**config.mk**
```make
export PLATFORM = sky130hd
export DESIGN_NAME = json_string_unescape_utf8_top
export DESIGN_NICKNAME = d
export VERILOG_FILES = /design/src/hdl/jsu_pkg.sv /design/src/hdl/jsu_step.sv /design/src/hdl/jsu_obuf.sv /design/src/hdl/json_string_unescape_utf8_top.sv
export SDC_FILE = /design/constraint.sdc
export NUM_CORES = 1
export LEC_CHECK = 0
export ABC_AREA = 1
export ABC_CLOCK_PERIOD_IN_PS = 3400
export BUFFER_PORTS_ARGS = -buffer_cell sky130_fd_sc_hd__buf_2
export CAP_MARGIN = 15
export CORE_UTILIZATION = 62
export DETAILED_ROUTE_END_ITERATION = 12
export HOLD_SLACK_MARGIN = 0.03
export PLACE_DENSITY = 0.77
export SETUP_SLACK_MARGIN = 0.02
export SLEW_MARGIN = 20
export SYNTH_ARGS = -nofsm -noshare
export SYNTH_HDL_FRONTEND = slang
export SYNTH_SLANG_ARGS = --single-unit
```
**constraint.sdc**
```tcl
create_clock -name clk_i -period 3.4 [get_ports clk_i]
set_input_delay 0.34 -clock clk_i [delete_from_list [all_inputs] [get_ports clk_i]]
set_output_delay 0.34 -clock clk_i [all_outputs]
set_load 0.01 [all_outputs]
```
**src/hdl/jsu_pkg.sv**
```systemverilog
// Shared types, codes and constants for the JSON string unescaper.
// Used by jsu_step and json_string_unescape_utf8_top; no dependencies.
`default_nettype none

package jsu_pkg;

  // Escape modes of the byte decoder. The fourth code acts as normal mode.
  localparam logic [1:0] MODE_NORMAL = 2'd0;
  localparam logic [1:0] MODE_ESC    = 2'd1;
  localparam logic [1:0] MODE_HEX    = 2'd2;

  // Number of hex digits that follow a \u escape.
  localparam logic [2:0] HEX_DIGITS = 3'd4;

  // Characters that the escape decoder recognizes.
  localparam logic [7:0] CH_QUOTE     = 8'h22;
  localparam logic [7:0] CH_SLASH     = 8'h2F;
  localparam logic [7:0] CH_BACKSLASH = 8'h5C;
  localparam logic [7:0] CH_B         = 8'h62;
  localparam logic [7:0] CH_F         = 8'h66;
  localparam logic [7:0] CH_N         = 8'h6E;
  localparam logic [7:0] CH_R         = 8'h72;
  localparam logic [7:0] CH_T         = 8'h74;
  localparam logic [7:0] CH_U         = 8'h75;
  localparam logic [7:0] CH_0         = 8'h30;
  localparam logic [7:0] CH_9         = 8'h39;
  localparam logic [7:0] CH_LA        = 8'h61;
  localparam logic [7:0] CH_LF        = 8'h66;
  localparam logic [7:0] CH_UA        = 8'h41;
  localparam logic [7:0] CH_UF        = 8'h46;

  // Control characters produced by the single-letter escapes.
  localparam logic [7:0] CTL_BS = 8'h08;
  localparam logic [7:0] CTL_FF = 8'h0C;
  localparam logic [7:0] CTL_LF = 8'h0A;
  localparam logic [7:0] CTL_CR = 8'h0D;
  localparam logic [7:0] CTL_HT = 8'h09;

  // UTF-8 encoding limits and marks.
  localparam logic [15:0] UTF8_MAX1  = 16'h007F;
  localparam logic [15:0] UTF8_MAX2  = 16'h07FF;
  localparam logic [7:0]  UTF8_LEAD2 = 8'hC0;
  localparam logic [7:0]  UTF8_LEAD3 = 8'hE0;
  localparam logic [7:0]  UTF8_CONT  = 8'h80;
  localparam logic [5:0]  UTF8_MASK  = 6'h3F;

  // Decision of the byte decoder for one fed byte.
  typedef struct packed {
    logic        emit;       // one byte goes out now
    logic [7:0]  emit_byte;
    logic [1:0]  mode;       // next escape mode
    logic [2:0]  cnt;        // next hex digit count
    logic [15:0] cp;         // next code point accumulator
    logic        hv;         // next all-digits-valid flag
    logic        wr_hex;     // store the byte in the digit buffer
    logic        utf;        // a complete \u escape: UTF-8 sequence starts
    logic        replay;     // a failed \u escape: 'u' goes out, digits replay
    logic [2:0]  rep_n;      // number of digits to replay
  } jsu_dec_t;

  // Length of the UTF-8 encoding of a 16-bit value, 1 to 3.
  function automatic logic [1:0] utf8_len(input logic [15:0] cp);
    logic [1:0] len;
    if (cp <= UTF8_MAX1) begin
      len = 2'd1;
    end else if (cp <= UTF8_MAX2) begin
      len = 2'd2;
    end else begin
      len = 2'd3;
    end
    return len;
  endfunction

  // Byte idx of the UTF-8 encoding of a 16-bit value.
  function automatic logic [7:0] utf8_byte(input logic [15:0] cp, input logic [1:0] idx);
    logic [7:0] b;
    b = cp[7:0];
    case (utf8_len(cp))
      2'd2: begin
        if (idx == 2'd0) begin
          b = UTF8_LEAD2 | {3'b000, cp[10:6]};
        end else begin
          b = UTF8_CONT | {2'b00, cp[5:0] & UTF8_MASK};
        end
      end
      2'd3: begin
        case (idx)
          2'd0:    b = UTF8_LEAD3 | {4'b0000, cp[15:12]};
          2'd1:    b = UTF8_CONT | {2'b00, cp[11:6] & UTF8_MASK};
          default: b = UTF8_CONT | {2'b00, cp[5:0] & UTF8_MASK};
        endcase
      end
      default: b = cp[7:0];
    endcase
    return b;
  endfunction

endpackage

`default_nettype wire

```
**src/hdl/jsu_step.sv**
```systemverilog
// Byte decoder: the shared unit that handles one fed byte, from the input or a replay.
// Depends on jsu_pkg for the escape codes, the decision struct and the UTF-8 helpers.
`default_nettype none

module jsu_step import jsu_pkg::*; (
  input  logic [1:0]  mode_i,
  input  logic [2:0]  cnt_i,
  input  logic [15:0] cp_i,
  input  logic        hv_i,
  input  logic [7:0]  byte_i,
  input  logic        last_i,
  output jsu_dec_t    dec_o
);

  logic       is_hex;
  logic [3:0] nib;
  logic [2:0] cnt_inc;
  logic [15:0] cp_new;
  logic       hv_new;

  always_comb begin
    is_hex = 1'b1;
    nib    = 4'd0;
    if (byte_i >= CH_0 && byte_i <= CH_9) begin
      nib = byte_i[3:0];
    end else if ((byte_i >= CH_LA && byte_i <= CH_LF) ||
                 (byte_i >= CH_UA && byte_i <= CH_UF)) begin
      nib = byte_i[3:0] + 4'd9;
    end else begin
      is_hex = 1'b0;
    end
  end

  assign cnt_inc = cnt_i + 3'd1;
  assign cp_new  = {cp_i[11:0], nib};
  assign hv_new  = hv_i & is_hex;

  always_comb begin
    dec_o           = '0;
    dec_o.emit_byte = byte_i;
    dec_o.mode      = mode_i;
    dec_o.cnt       = cnt_i;
    dec_o.cp        = cp_i;
    dec_o.hv        = hv_i;
    dec_o.rep_n     = cnt_inc;
    case (mode_i)
      MODE_ESC: begin
        dec_o.mode = MODE_NORMAL;
        dec_o.emit = 1'b1;
        case (byte_i)
          CH_B: dec_o.emit_byte = CTL_BS;
          CH_F: dec_o.emit_byte = CTL_FF;
          CH_N: dec_o.emit_byte = CTL_LF;
          CH_R: dec_o.emit_byte = CTL_CR;
          CH_T: dec_o.emit_byte = CTL_HT;
          CH_U: begin
            // A \u at the very end goes out as a plain 'u'.
            if (!last_i) begin
              dec_o.emit = 1'b0;
              dec_o.mode = MODE_HEX;
              dec_o.cnt  = 3'd0;
              dec_o.cp   = 16'd0;
              dec_o.hv   = 1'b1;
            end
          end
          default: dec_o.emit_byte = byte_i;
        endcase
      end
      MODE_HEX: begin
        dec_o.wr_hex = 1'b1;
        dec_o.cnt    = cnt_inc;
        dec_o.cp     = cp_new;
        dec_o.hv     = hv_new;
        if (cnt_inc >= HEX_DIGITS && hv_new) begin
          dec_o.mode      = MODE_NORMAL;
          dec_o.cnt       = 3'd0;
          dec_o.utf       = 1'b1;
          dec_o.emit      = 1'b1;
          dec_o.emit_byte = utf8_byte(cp_new, 2'd0);
        end else if (cnt_inc >= HEX_DIGITS || last_i) begin
          dec_o.mode      = MODE_NORMAL;
          dec_o.cnt       = 3'd0;
          dec_o.replay    = 1'b1;
          dec_o.emit      = 1'b1;
          dec_o.emit_byte = CH_U;
        end
      end
      default: begin
        dec_o.mode = MODE_NORMAL;
        if (byte_i == CH_BACKSLASH && !last_i) begin
          dec_o.mode = MODE_ESC;
        end else begin
          dec_o.emit = 1'b1;
        end
      end
    endcase
  end

endmodule

`default_nettype wire

```
**src/hdl/jsu_obuf.sv**
```systemverilog
// Output register of the unescaper: holds one result item until the receiver takes it.
// No package dependencies.
`default_nettype none

module jsu_obuf (
  input  logic       clk_i,
  input  logic       rst_ni,
  input  logic       push_i,
  input  logic [7:0] byte_i,
  input  logic       last_i,
  output logic       free_o,
  output logic       out_valid_o,
  input  logic       out_ready_i,
  output logic [7:0] out_byte_o,
  output logic       out_last_o
);

  logic       valid_q, valid_d;
  logic [7:0] byte_q;
  logic       last_q;

  // The register can take a new item when empty or when its item leaves now.
  assign free_o  = !valid_q || out_ready_i;
  assign valid_d = push_i || (valid_q && !out_ready_i);

  always_ff @(posedge clk_i or negedge rst_ni) begin
    if (!rst_ni) begin
      valid_q <= 1'b0;
    end else begin
      valid_q <= valid_d;
    end
  end

  always_ff @(posedge clk_i) begin
    if (push_i) begin
      byte_q <= byte_i;
      last_q <= last_i;
    end
  end

  assign out_valid_o = valid_q;
  assign out_byte_o  = byte_q;
  assign out_last_o  = last_q;

endmodule

`default_nettype wire

```
**src/hdl/json_string_unescape_utf8_top.sv**
```systemverilog
// Top level of the JSON string unescaper with UTF-8 output for \u escapes.
// Depends on jsu_pkg, jsu_step (byte decoder) and jsu_obuf (output register).
//
// Usage:
//   The input channel (in_valid_i / in_ready_o) carries the bytes between the
//   quotes of a JSON string literal, one byte per item, with in_last_i set on
//   the final byte. The output channel (out_valid_o / out_ready_i) carries the
//   unescaped bytes; out_last_o marks the final output byte of each string.
//   Both channels accept an item when valid and ready are high at a clock edge.
//
//   A small sequencer feeds one byte per step through the shared byte decoder.
//   The block takes one input item at a time: in_ready_o is high only while the
//   sequencer is idle. A plain byte passes through the accept, decode and
//   advance steps. Its result goes from the decode step into the output
//   register. A completed \u escape sends each further UTF-8 byte in turn from
//   the S_UTF state. A failed \u escape emits 'u' and then replays the up to
//   four collected bytes through the decoder, one byte at a time. Every input
//   item is thus handled by the single decoder, which handles one byte per step.
//
//   When the receiver stalls, the result waits in the output register and the
//   sequencer holds its step until that register frees; no byte is dropped.
//   Reset (rst_ni low, asynchronous) empties the output register and returns
//   the decoder to normal mode, ready for a new string.
`default_nettype none

module json_string_unescape_utf8_top import jsu_pkg::*; (
  input  logic       clk_i,
  input  logic       rst_ni,
  input  logic       in_valid_i,
  output logic       in_ready_o,
  input  logic [7:0] in_byte_i,
  input  logic       in_last_i,
  output logic       out_valid_o,
  input  logic       out_ready_i,
  output logic [7:0] out_byte_o,
  output logic       out_last_o
);

  // Sequencer states.
  localparam logic [1:0] S_IDLE = 2'd0;  // waiting for an input item
  localparam logic [1:0] S_FEED = 2'd1;  // decoding the current byte
  localparam logic [1:0] S_UTF  = 2'd2;  // sending the rest of a UTF-8 sequence
  localparam logic [1:0] S_NEXT = 2'd3;  // fetching a replayed byte or finishing

  logic [1:0]  state_q, state_d;
  logic [7:0]  cur_byte_q, cur_byte_d;
  logic        cur_last_q, cur_last_d;
  logic [1:0]  mode_q, mode_d;
  logic [2:0]  cnt_q, cnt_d;
  logic [15:0] cp_q, cp_d;
  logic        hv_q, hv_d;
  logic [2:0]  rep_n_q, rep_n_d;
  logic [2:0]  rep_idx_q, rep_idx_d;
  logic        rep_last_q, rep_last_d;
  logic [1:0]  utf_idx_q, utf_idx_d;

  // Bytes collected after \u. A replay reads them back in place: a replayed
  // byte can only overwrite an entry at least two places behind the one read.
  logic [7:0]  hex_q [HEX_DIGITS];
  logic        hex_we;

  jsu_dec_t    dec;
  logic        obuf_free;
  logic        commit;
  logic        push;
  logic [7:0]  push_byte;
  logic        push_last;
  logic [1:0]  utf_len_q;

  jsu_step u_step (
    .mode_i (mode_q),
    .cnt_i  (cnt_q),
    .cp_i   (cp_q),
    .hv_i   (hv_q),
    .byte_i (cur_byte_q),
    .last_i (cur_last_q),
    .dec_o  (dec)
  );

  jsu_obuf u_obuf (
    .clk_i       (clk_i),
    .rst_ni      (rst_ni),
    .push_i      (push),
    .byte_i      (push_byte),
    .last_i      (push_last),
    .free_o      (obuf_free),
    .out_valid_o (out_valid_o),
    .out_ready_i (out_ready_i),
    .out_byte_o  (out_byte_o),
    .out_last_o  (out_last_o)
  );

  // A decode step completes unless it must emit while the output register is full.
  assign commit     = !dec.emit || obuf_free;
  assign in_ready_o = (state_q == S_IDLE);
  assign hex_we     = (state_q == S_FEED) && commit && dec.wr_hex;
  assign utf_len_q  = utf8_len(cp_q);

  always_comb begin
    state_d    = state_q;
    cur_byte_d = cur_byte_q;
    cur_last_d = cur_last_q;
    mode_d     = mode_q;
    cnt_d      = cnt_q;
    cp_d       = cp_q;
    hv_d       = hv_q;
    rep_n_d    = rep_n_q;
    rep_idx_d  = rep_idx_q;
    rep_last_d = rep_last_q;
    utf_idx_d  = utf_idx_q;
    push       = 1'b0;
    push_byte  = dec.emit_byte;
    push_last  = 1'b0;
    case (state_q)
      S_IDLE: begin
        if (in_valid_i) begin
          cur_byte_d = in_byte_i;
          cur_last_d = in_last_i;
          state_d    = S_FEED;
        end
      end
      S_FEED: begin
        if (commit) begin
          push   = dec.emit;
          mode_d = dec.mode;
          cnt_d  = dec.cnt;
          cp_d   = dec.cp;
          hv_d   = dec.hv;
          if (dec.replay) begin
            // The 'u' of a failed escape is never the final byte: replay follows.
            rep_n_d    = dec.rep_n;
            rep_idx_d  = 3'd0;
            rep_last_d = cur_last_q;
            state_d    = S_NEXT;
          end else if (dec.utf && utf8_len(dec.cp) != 2'd1) begin
            utf_idx_d = 2'd1;
            state_d   = S_UTF;
          end else begin
            push_last = cur_last_q;
            state_d   = S_NEXT;
          end
        end
      end
      S_UTF: begin
        push_byte = utf8_byte(cp_q, utf_idx_q);
        if (obuf_free) begin
          push = 1'b1;
          if (utf_idx_q == utf_len_q - 2'd1) begin
            push_last = cur_last_q;
            state_d   = S_NEXT;
          end else begin
            utf_idx_d = utf_idx_q + 2'd1;
          end
        end
      end
      S_NEXT: begin
        if (rep_idx_q != rep_n_q) begin
          // The end mark travels with the last replayed byte only.
          cur_byte_d = hex_q[rep_idx_q[1:0]];
          cur_last_d = rep_last_q && ((rep_idx_q + 3'd1) == rep_n_q);
          rep_idx_d  = rep_idx_q + 3'd1;
          state_d    = S_FEED;
        end else begin
          state_d = S_IDLE;
        end
      end
      default: state_d = S_IDLE;
    endcase
  end

  always_ff @(posedge clk_i or negedge rst_ni) begin
    if (!rst_ni) begin
      state_q    <= S_IDLE;
      cur_last_q <= 1'b0;
      mode_q     <= MODE_NORMAL;
      cnt_q      <= 3'd0;
      cp_q       <= 16'd0;
      hv_q       <= 1'b1;
      rep_n_q    <= 3'd0;
      rep_idx_q  <= 3'd0;
      rep_last_q <= 1'b0;
      utf_idx_q  <= 2'd0;
    end else begin
      state_q    <= state_d;
      cur_last_q <= cur_last_d;
      mode_q     <= mode_d;
      cnt_q      <= cnt_d;
      cp_q       <= cp_d;
      hv_q       <= hv_d;
      rep_n_q    <= rep_n_d;
      rep_idx_q  <= rep_idx_d;
      rep_last_q <= rep_last_d;
      utf_idx_q  <= utf_idx_d;
    end
  end

  always_ff @(posedge clk_i) begin
    cur_byte_q <= cur_byte_d;
  end

  always_ff @(posedge clk_i) begin
    if (hex_we) begin
      hex_q[cnt_q[1:0]] <= cur_byte_q;
    end
  end

  // The digit count stays below four between steps, so it always indexes the buffer.
  a_cnt_range: assert property (@(posedge clk_i) disable iff (!rst_ni)
    !cnt_q[2])
    else $error("hex digit count out of range");

  // A replay never reads past the bytes that were collected.
  a_rep_range: assert property (@(posedge clk_i) disable iff (!rst_ni)
    rep_idx_q <= rep_n_q)
    else $error("replay index beyond replay length");

  // A new input item is taken only when no replayed byte is still pending.
  a_no_rep_at_accept: assert property (@(posedge clk_i) disable iff (!rst_ni)
    in_ready_o |-> (rep_idx_q == rep_n_q))
    else $error("input accepted with replay pending");

  // A decode step blocked by a full output register repeats on the same byte.
  a_stall_holds: assert property (@(posedge clk_i) disable iff (!rst_ni)
    (state_q == S_FEED && dec.emit && !obuf_free)
      |=> (state_q == S_FEED && $stable(cur_byte_q) && $stable(mode_q)))
    else $error("blocked decode step did not hold");

  // The sequencer only writes the output register when it can take the item.
  a_push_free: assert property (@(posedge clk_i) disable iff (!rst_ni)
    push |-> obuf_free)
    else $error("result written into a full output register");

endmodule

`default_nettype wire
```
==> summary.md, run 1 <==
| Metric | Value |
|---|---|
| Compound-Gate Fraction of Synth Area | between 10% and 20% |
| Part of the power in combinational logic | 41.4% |
| Core ar. | 7370 µm² |
| Period minus WS final | 3.022 ns |
| Worst-case clock buffer depth | 2 |
| GP Congestion | 0.9722 |
| Clk_lat worst skew | roughly 0.36 ns |
| Switching part of the total | 44.54% |
| Antenna cells | 0 |
| Final hold viol count | 0 |
| Initial antenna violation count | 0 |
| Drt pass-1 iters | 6 |
| Setup CP Type | flop to flop |
| Commonest non-fill, non-tap cell in the layout | nand2_1 |
| Peak per-stage delay on the critical path | roughly 0.54 ns |
| Vias in the first global route | 3969 |
| Synth warn | 0 |
| Num CTS Buffers | 9 |
| Synthesized-area fraction occupied by adder cells | 4.684% |
| Post-Syn Area | between 4000 and 5000 µm² |
| Cell variety after synth | 37 |
| Ports | 24 |
| Slowest CP cell | nor2_1 |
| Clock skew | 0.008354 ns |
| Area Growth Syn to Fin | 9.316% |
| Clock power share | 18.3% |
| First-pass GRT wire length | 20180 µm |
| Data arrival time of the worst path | 3.03 ns |
| Finished Cell Area | 5256 µm² |
| Status | complete, no violations |
| Vias | 4294 |
| FF+latch count, synth | 84 |
| Worst slew pin tran | about 0.8 ns |
| Area after DPL | 5046 µm² |
| Leakage | 2.280 nW |
| Most frequent cells in the layout | nand2_1 (123), nor2_1 (92), inv_1 (68) |
| CTS clock-pin slew for the worst setup and hold paths | 0.09 ns |
| Seq pwr share | 40.3% |
| RSZ-0062 raised after global routing | no |
| ANT nets after route | 0 |
| Sequential area share after synthesis | 48.84% |
| R2R Setup Slk | 0.38 ns |
| Mux contribution to synthesized area | 0% |
| NetSw | 1.855 mW |
| Int Power | ~2.3 mW |
| Largest net degree at the start of global routing | 36 |
| CP Capture Type | flop |
| Total setup buffers inserted after CTS | 0 |
| Simple-gate portion of the synthesized area | 24.62% |
| CP Max Fanout | 11 |
| Launching element type of the critical path | flop |
| WP data required | around 3.4 ns |
| Critical path cell sequence | inv_1 -> ha_1 -> inv_1 -> nor2_2 -> nand2_1 -> nand2_1 -> nand2_2 -> inv_1 -> nand2_1 -> nand3_2 -> nand2_1 -> inv_2 -> nand2_1 -> nor2_1 |
| Hold_buf cts | 0 |
| Grt ovf | 0 |
| Vias per cell | ~6 |
| Fraction of registers with async set/reset | 41.67% |
| Most frequent CP cell | nand2_1 |
| Placed wire-length estimate | between 9000 and 10000 µm |
| Post-Route WL | 12350 µm |
| CTS H-tree depth | 3 |
| Die height | 90.07 µm |
| Post-layout util | a little under three quarters |
| Post-synthesis xor/xnor area fraction | 1.275% |
| Fin. max-slew vios | 0 |
| Port bufs | 23 |
| Die Wd | 90.07 µm |
| Final hold slack | slightly above 0.05 ns |
| Share of cells above drive strength 1 | 10.19% |
| Min-delay worst type | primary input to async pin |
| Die Footprint | 8112 µm² |
| Final setup fails | 0 |
| Final period util | 88.88% |
| Starting Density | 65.25% |
| Largest family of logic cells by synthesized area | simple AND/OR/NAND/NOR gates |
| CTS tree | done |
| Relative slew slack | 46.40% |
| Root Driver | clkbuf_8 |
| Highest clock rate | 330.9 MHz |
| MaxCap Viol Count | 0 |
| 1st-iter DRT viols | 445 |
| Sink Count | 84 |
| Synth Area per Inst | 8.095 µm² |
| Syn Nets | 625 |
| Resize count post-CTS | 0 |
| Syn Inst Count | about 590 |
| All-Layer GR Usage | 32.10% |
| Final TNS setup | 0 ns |
| WL/cell | 16.98 µm |
| Number of synthesized flops with an enable pin | 49 |
| Fin nets | 654 |
| Total power per unit cell area | 792.5 nW/µm² |
| Total Power | roughly 4.2 mW |
| # DRC | 0 |
| IR Drop Worst-Case VDD | 0.0003366 V |
| Top_reg_cell synth | edfxtp_1 |
| Std-Cell Rows | 31 |
## registers in the layout (all words and copies together), names as in the netlist
name,count
mode_q,2
rep_n_q,3
hex_q,32
utf_idx_q,2
u_obuf.out_byte_o,8
cnt_q,3
cur_byte_q,8
u_obuf.out_valid_o,1
cur_last_q,1
rep_last_q,1
rep_idx_q,3
u_obuf.out_last_o,1
hv_q,1
state_q,2
cp_q,16
## worst max-delay path, delay by kind of cell, from the launching register on
family / cells / cell delay [ns]
adder cells (fa/ha/maj): 1 / 0.19
buffers and inverters: 4 / 0.57
flip-flops: 1 / 0.52
AND/OR/NAND/NOR: 9 / 1.39
## through the flow
stage	instances	setup WS (ns)
after detailed placement	711	0.4185
after CTS	727	0.4144
final	727	0.3780
after global routing	727	0.1063
after global placement	711	0.5601
after floorplan	594	0.9714
## kinds of logic after synthesis
family / count (synthesis)
compound gates: 118
xor+xnor: 7
fa+ha+maj: 18
buf+inv: 87
flops: 84
simple gates: 280
## layout make-up
class                           count  area [µm²]
Sequential cell                    84        2349
Clock inverter                      7       86.33
Inverter                           75       281.5
Multi-Input combinational cell    423        2125
Timing Repair Buffer               30       167.7
Clock buffer                        9       123.9
Tap cell                           99       123.9
Fill cell                         622        2113
## metal layers
metal,vias to the layer above,GRT usage [%],wire length (µm)
met5,-,0,0
met4,0,8.737,194
met3,21,5.584,1081
met2,228,46.76,5417
met1,1995,49.35,5653
li1,2050,-,-
## cell usage after synthesis, types with 2 or more instances
library cell,instances,area (µm²)
nor3b_1,2,15.01
ha_1,18,225.2
nand3_1,35,175.2
o211ai_1,3,22.52
xnor2_1,4,35.03
nor2_1,92,345.3
clkbuf_1,10,37.54
o22ai_1,7,43.79
clkinv_1,2,7.510
nor2_2,3,18.77
a31oi_1,11,68.82
nor3_1,4,20.02
inv_1,68,255.2
inv_2,5,18.77
a21oi_1,23,115.1
nand4_1,11,68.82
xor2_1,3,26.28
nand2_2,4,25.02
dfrtp_1,34,850.8
nand2_1,123,461.7
edfxtp_1,49,1471
o221ai_1,3,26.28
o21ai_0,65,325.3
a32oi_1,2,17.52
## path summary, 6_finish.rpt
path | from | to | cells after the start
max | cur_byte_q[1] | hex_q[3][0] | 14
min in group clk_i | out_ready_i | u_obuf.out_valid_o | 4
min | rst_ni | rep_idx_q[2] | 1
min reg2reg | hv_q | hv_q | 2
max in group asynchronous | rst_ni | cp_q[9] | 1
max reg2reg | cur_byte_q[1] | hex_q[3][0] | 14
## power groups by stage
stage	sequential (mW)	combinational [mW]	clock, mW
after floorplan	1.62	1.17	0
after global placement	1.68	1.66	0
after detailed placement	1.69	1.69	0
after CTS	1.67	1.69	0.777
after global routing	1.71	1.93	0.816
final	1.68	1.72	0.764
(Power assumes the default switching activity.)
==> inputs of run 2 (changes only) <==
--- a/config.mk
+++ b/config.mk
@@ -8,3 +8,3 @@
 export ABC_AREA = 1
-export ABC_CLOCK_PERIOD_IN_PS = 3400
+export ABC_CLOCK_PERIOD_IN_PS = 3900
 export BUFFER_PORTS_ARGS = -buffer_cell sky130_fd_sc_hd__buf_2
==> constraint.sdc (replaced) <==
create_clock -name clk_i -period 3.9 [get_ports clk_i]
set_input_delay 0.78 -clock clk_i [delete_from_list [all_inputs] [get_ports clk_i]]
set_output_delay 0.78 -clock clk_i [all_outputs]
set_load 0.01 [all_outputs]
==> summary.md, run 2 (synthesized netlist as in run 1, its figures left out) <==
| Metric | Value |
|---|---|
| Die Wd | 90.07 µm (unchanged) |
| Vias per cell | 6.040 (was 5.906) |
| Final period util | 87.11% (was 88.88%) |
| Leakage | 2.239 nW (was 2.280 nW) |
| Fin. max-slew vios | 0 (unchanged) |
| Slowest CP cell | nor2_1 (unchanged) |
| Post-route insts no fill | 722 (was 727) |
| Commonest non-fill, non-tap cell in the layout | nand2_1 (unchanged) |
| Resize count post-CTS | 0 (unchanged) |
| Drt pass-1 iters | 5 (was 6) |
| Port bufs | 23 (unchanged) |
| CP Capture Type | flop (unchanged) |
| All-Layer GR Usage | 33.85% (was 32.10%) |
| Core ar. | 7370 µm² (unchanged) |
| CTS tree | done (unchanged) |
| Fin nets | 649 (was 654) |
| Most frequent CP cell | nand2_1 (unchanged) |
| Min-delay worst type | flop to flop (was primary input to async pin) |
| Total setup buffers inserted after CTS | 0 (unchanged) |
| Worst slew pin tran | 0.8659 ns (was 0.8041 ns) |
| Relative slew slack | 42.27% (was 46.40%) |
| Die Footprint | 8112 µm² (unchanged) |
| Placed wire-length estimate | 9419 µm (was 9053 µm) |
| Largest register FFs | 32 (unchanged) |
| RSZ-0062 raised after global routing | no (unchanged) |
| Period minus WS final | 3.397 ns (was 3.022 ns) |
| Highest clock rate | 294.4 MHz (was 330.9 MHz) |
| Sink Count | 84 (unchanged) |
| GP Congestion | 0.9677 (was 0.9722) |
| Worst-case clock buffer depth | 2 (unchanged) |
| Final hold slack | 0.4767 ns (was 0.05129 ns) |
| Clock skew | 0.009484 ns (was 0.008354 ns) |
| Post-Route WL | 12790 µm (was 12350 µm) |
| Starting Density | 65.25% (unchanged) |
| WP data required | 3.90 ns (was 3.40 ns) |
| Total power per unit cell area | 684.0 nW/µm² (was 792.5 nW/µm²) |
| Vias | 4361 (was 4294) |
| Reg2Reg Launch Point | cur_byte_q[1] (unchanged) |
| Data arrival time of the worst path | 3.40 ns (was 3.03 ns) |
| Setup CP Type | flop to flop (unchanged) |
| R2R Setup Slk | 0.50 ns (was 0.38 ns) |
| First-pass GRT wire length | 21130 µm (was 20180 µm) |
| Cells on worst reg2reg path | 14 (unchanged) |
| Initial antenna violation count | 0 (unchanged) |
| WL/cell | 17.72 µm (was 16.98 µm) |
| # DRC | 0 (unchanged) |
| CTS clock-pin slew for the worst setup and hold paths | 0.09 ns (about the same) |
| Final setup fails | 0 (unchanged) |
| Peak per-stage delay on the critical path | 0.57 ns (was 0.54 ns) |
| Worst Hold Launch | hv_q |
| Hold endpoint | hv_q |
| MaxCap Viol Count | 0 (unchanged) |
| Final TNS setup | 0 ns (unchanged) |
| CP Max Fanout | 16 (was 11) |
| Share of cells above drive strength 1 | 9.470% (was 10.19%) |
| Grt ovf | 0 (unchanged) |
| Most frequent cells in the layout | nand2_1 (123), nor2_1 (92), inv_1 (68) (unchanged) |
| Antenna cells | 0 (unchanged) |
| Reg-to-reg endpoint | hex_q[3][7] (was hex_q[3][0]) |
| Final hold viol count | 0 (unchanged) |
| Num CTS Buffers | 9 (unchanged) |
| Status | complete, no violations (unchanged) |
| Root Driver | clkbuf_8 (unchanged) |
| ANT nets after route | 0 (unchanged) |
| Placed Instances | 706 (was 711) |
| Critical path cell sequence | inv_1 -> ha_1 -> inv_1 -> nor2_2 -> nand2_1 -> nand2_1 -> nand2_2 -> inv_1 -> nand2_1 -> nand3_2 -> nand2_1 -> inv_2 -> nand2_1 -> nor2_1 (unchanged) |
| Ports | 24 (unchanged) |
| Clk_lat worst skew | 0.37 ns (was 0.36 ns) |
| Largest net degree at the start of global routing | 36 (unchanged) |
| Min-Delay Path Depth | 2 |
| Launching element type of the critical path | flop (unchanged) |
| Std-Cell Rows | 31 (unchanged) |
| Hold_buf cts | 0 (unchanged) |
| CTS H-tree depth | 3 (unchanged) |
| Die height | 90.07 µm (unchanged) |
| Vias in the first global route | 4131 (was 3969) |
| IR Drop Worst-Case VDD | 0.0005227 V (was 0.0003366 V) |
| Area Growth Syn to Fin | 7.937% (was 9.316%) |
| 1st-iter DRT viols | 491 (was 445) |
-- run 2: changes by cell type in the layout (fill, tap and decap cells not counted) --
cell	delta
bufinv_16	-1
clkinv_4	+1
buf_4	-5
inv_6	-1
inv_8	-1
clkinv_2	+1
clkinvlp_4	+1
-- run 2: layer usage --
| layer | wire (µm) | GRT usage (%) | part of all wire [%] |
|---|---|---|---|
| met5 | 0 | 0 | 0 |
| met4 | 248 | 11.02 | 1.9 |
| met3 | 1383 | 7.868 | 11 |
| met2 | 5442 | 48.66 | 43 |
| met1 | 5717 | 50.53 | 45 |
-- run 2: how the worst max path moves through the flow --
stage                     slack (ns)  depth (start not counted)     startpoint          end
after CTS                       0.53                         14  cur_byte_q[1]  hex_q[3][7]
after floorplan                 1.47                         14  cur_byte_q[1]  hex_q[0][0]
final                           0.50                         14  cur_byte_q[1]  hex_q[3][7]
after detailed placement        0.55                         14  cur_byte_q[1]  hex_q[3][7]
after global routing            0.14                         14  cur_byte_q[1]  hex_q[3][5]
after global placement          0.72                         14  cur_byte_q[1]  hex_q[3][6]
-- run 2: cell type report --
cell class / instances / area, µm²
Clock inverter: 7 / 57.56
Inverter: 75 / 281.5
Timing Repair Buffer: 25 / 130.1
Multi-Input combinational cell: 423 / 2125
Tap cell: 99 / 123.9
Fill cell: 599 / 2180
Sequential cell: 84 / 2349
Clock buffer: 9 / 123.9
-- run 2: critical path: cells and delay by family, from the launching register on --
| kind | cells | cell delay [ns] |
|---|---|---|
| and+or+nand+nor | 9 | 1.64 |
| buffers and inverters | 4 | 0.66 |
| DFF | 1 | 0.52 |
| adders and majority gates | 1 | 0.19 |
-- run 2: power breakdown --
part	switching, mW	internal [mW]	leakage, nW
registers	0.246	1.24	0.868
logic	1.04	0.442	1.28
clock network	0.345	0.240	0.0881
-- run 2: per-stage QoR --
step | cell area (µm²) | utilization, % | setup WS (ns) | power, mW
floorplan | 4808 | - | 1.471 | 2.435
global placement | 5009 | 67.96 | 0.7188 | 2.871
detailed placement | 5009 | 67.96 | 0.5542 | 2.926
CTS | 5190 | 70.42 | 0.5325 | 3.515
global route | 5190 | 70.42 | 0.1393 | 3.783
finish | 5190 | 70.42 | 0.5027 | 3.550
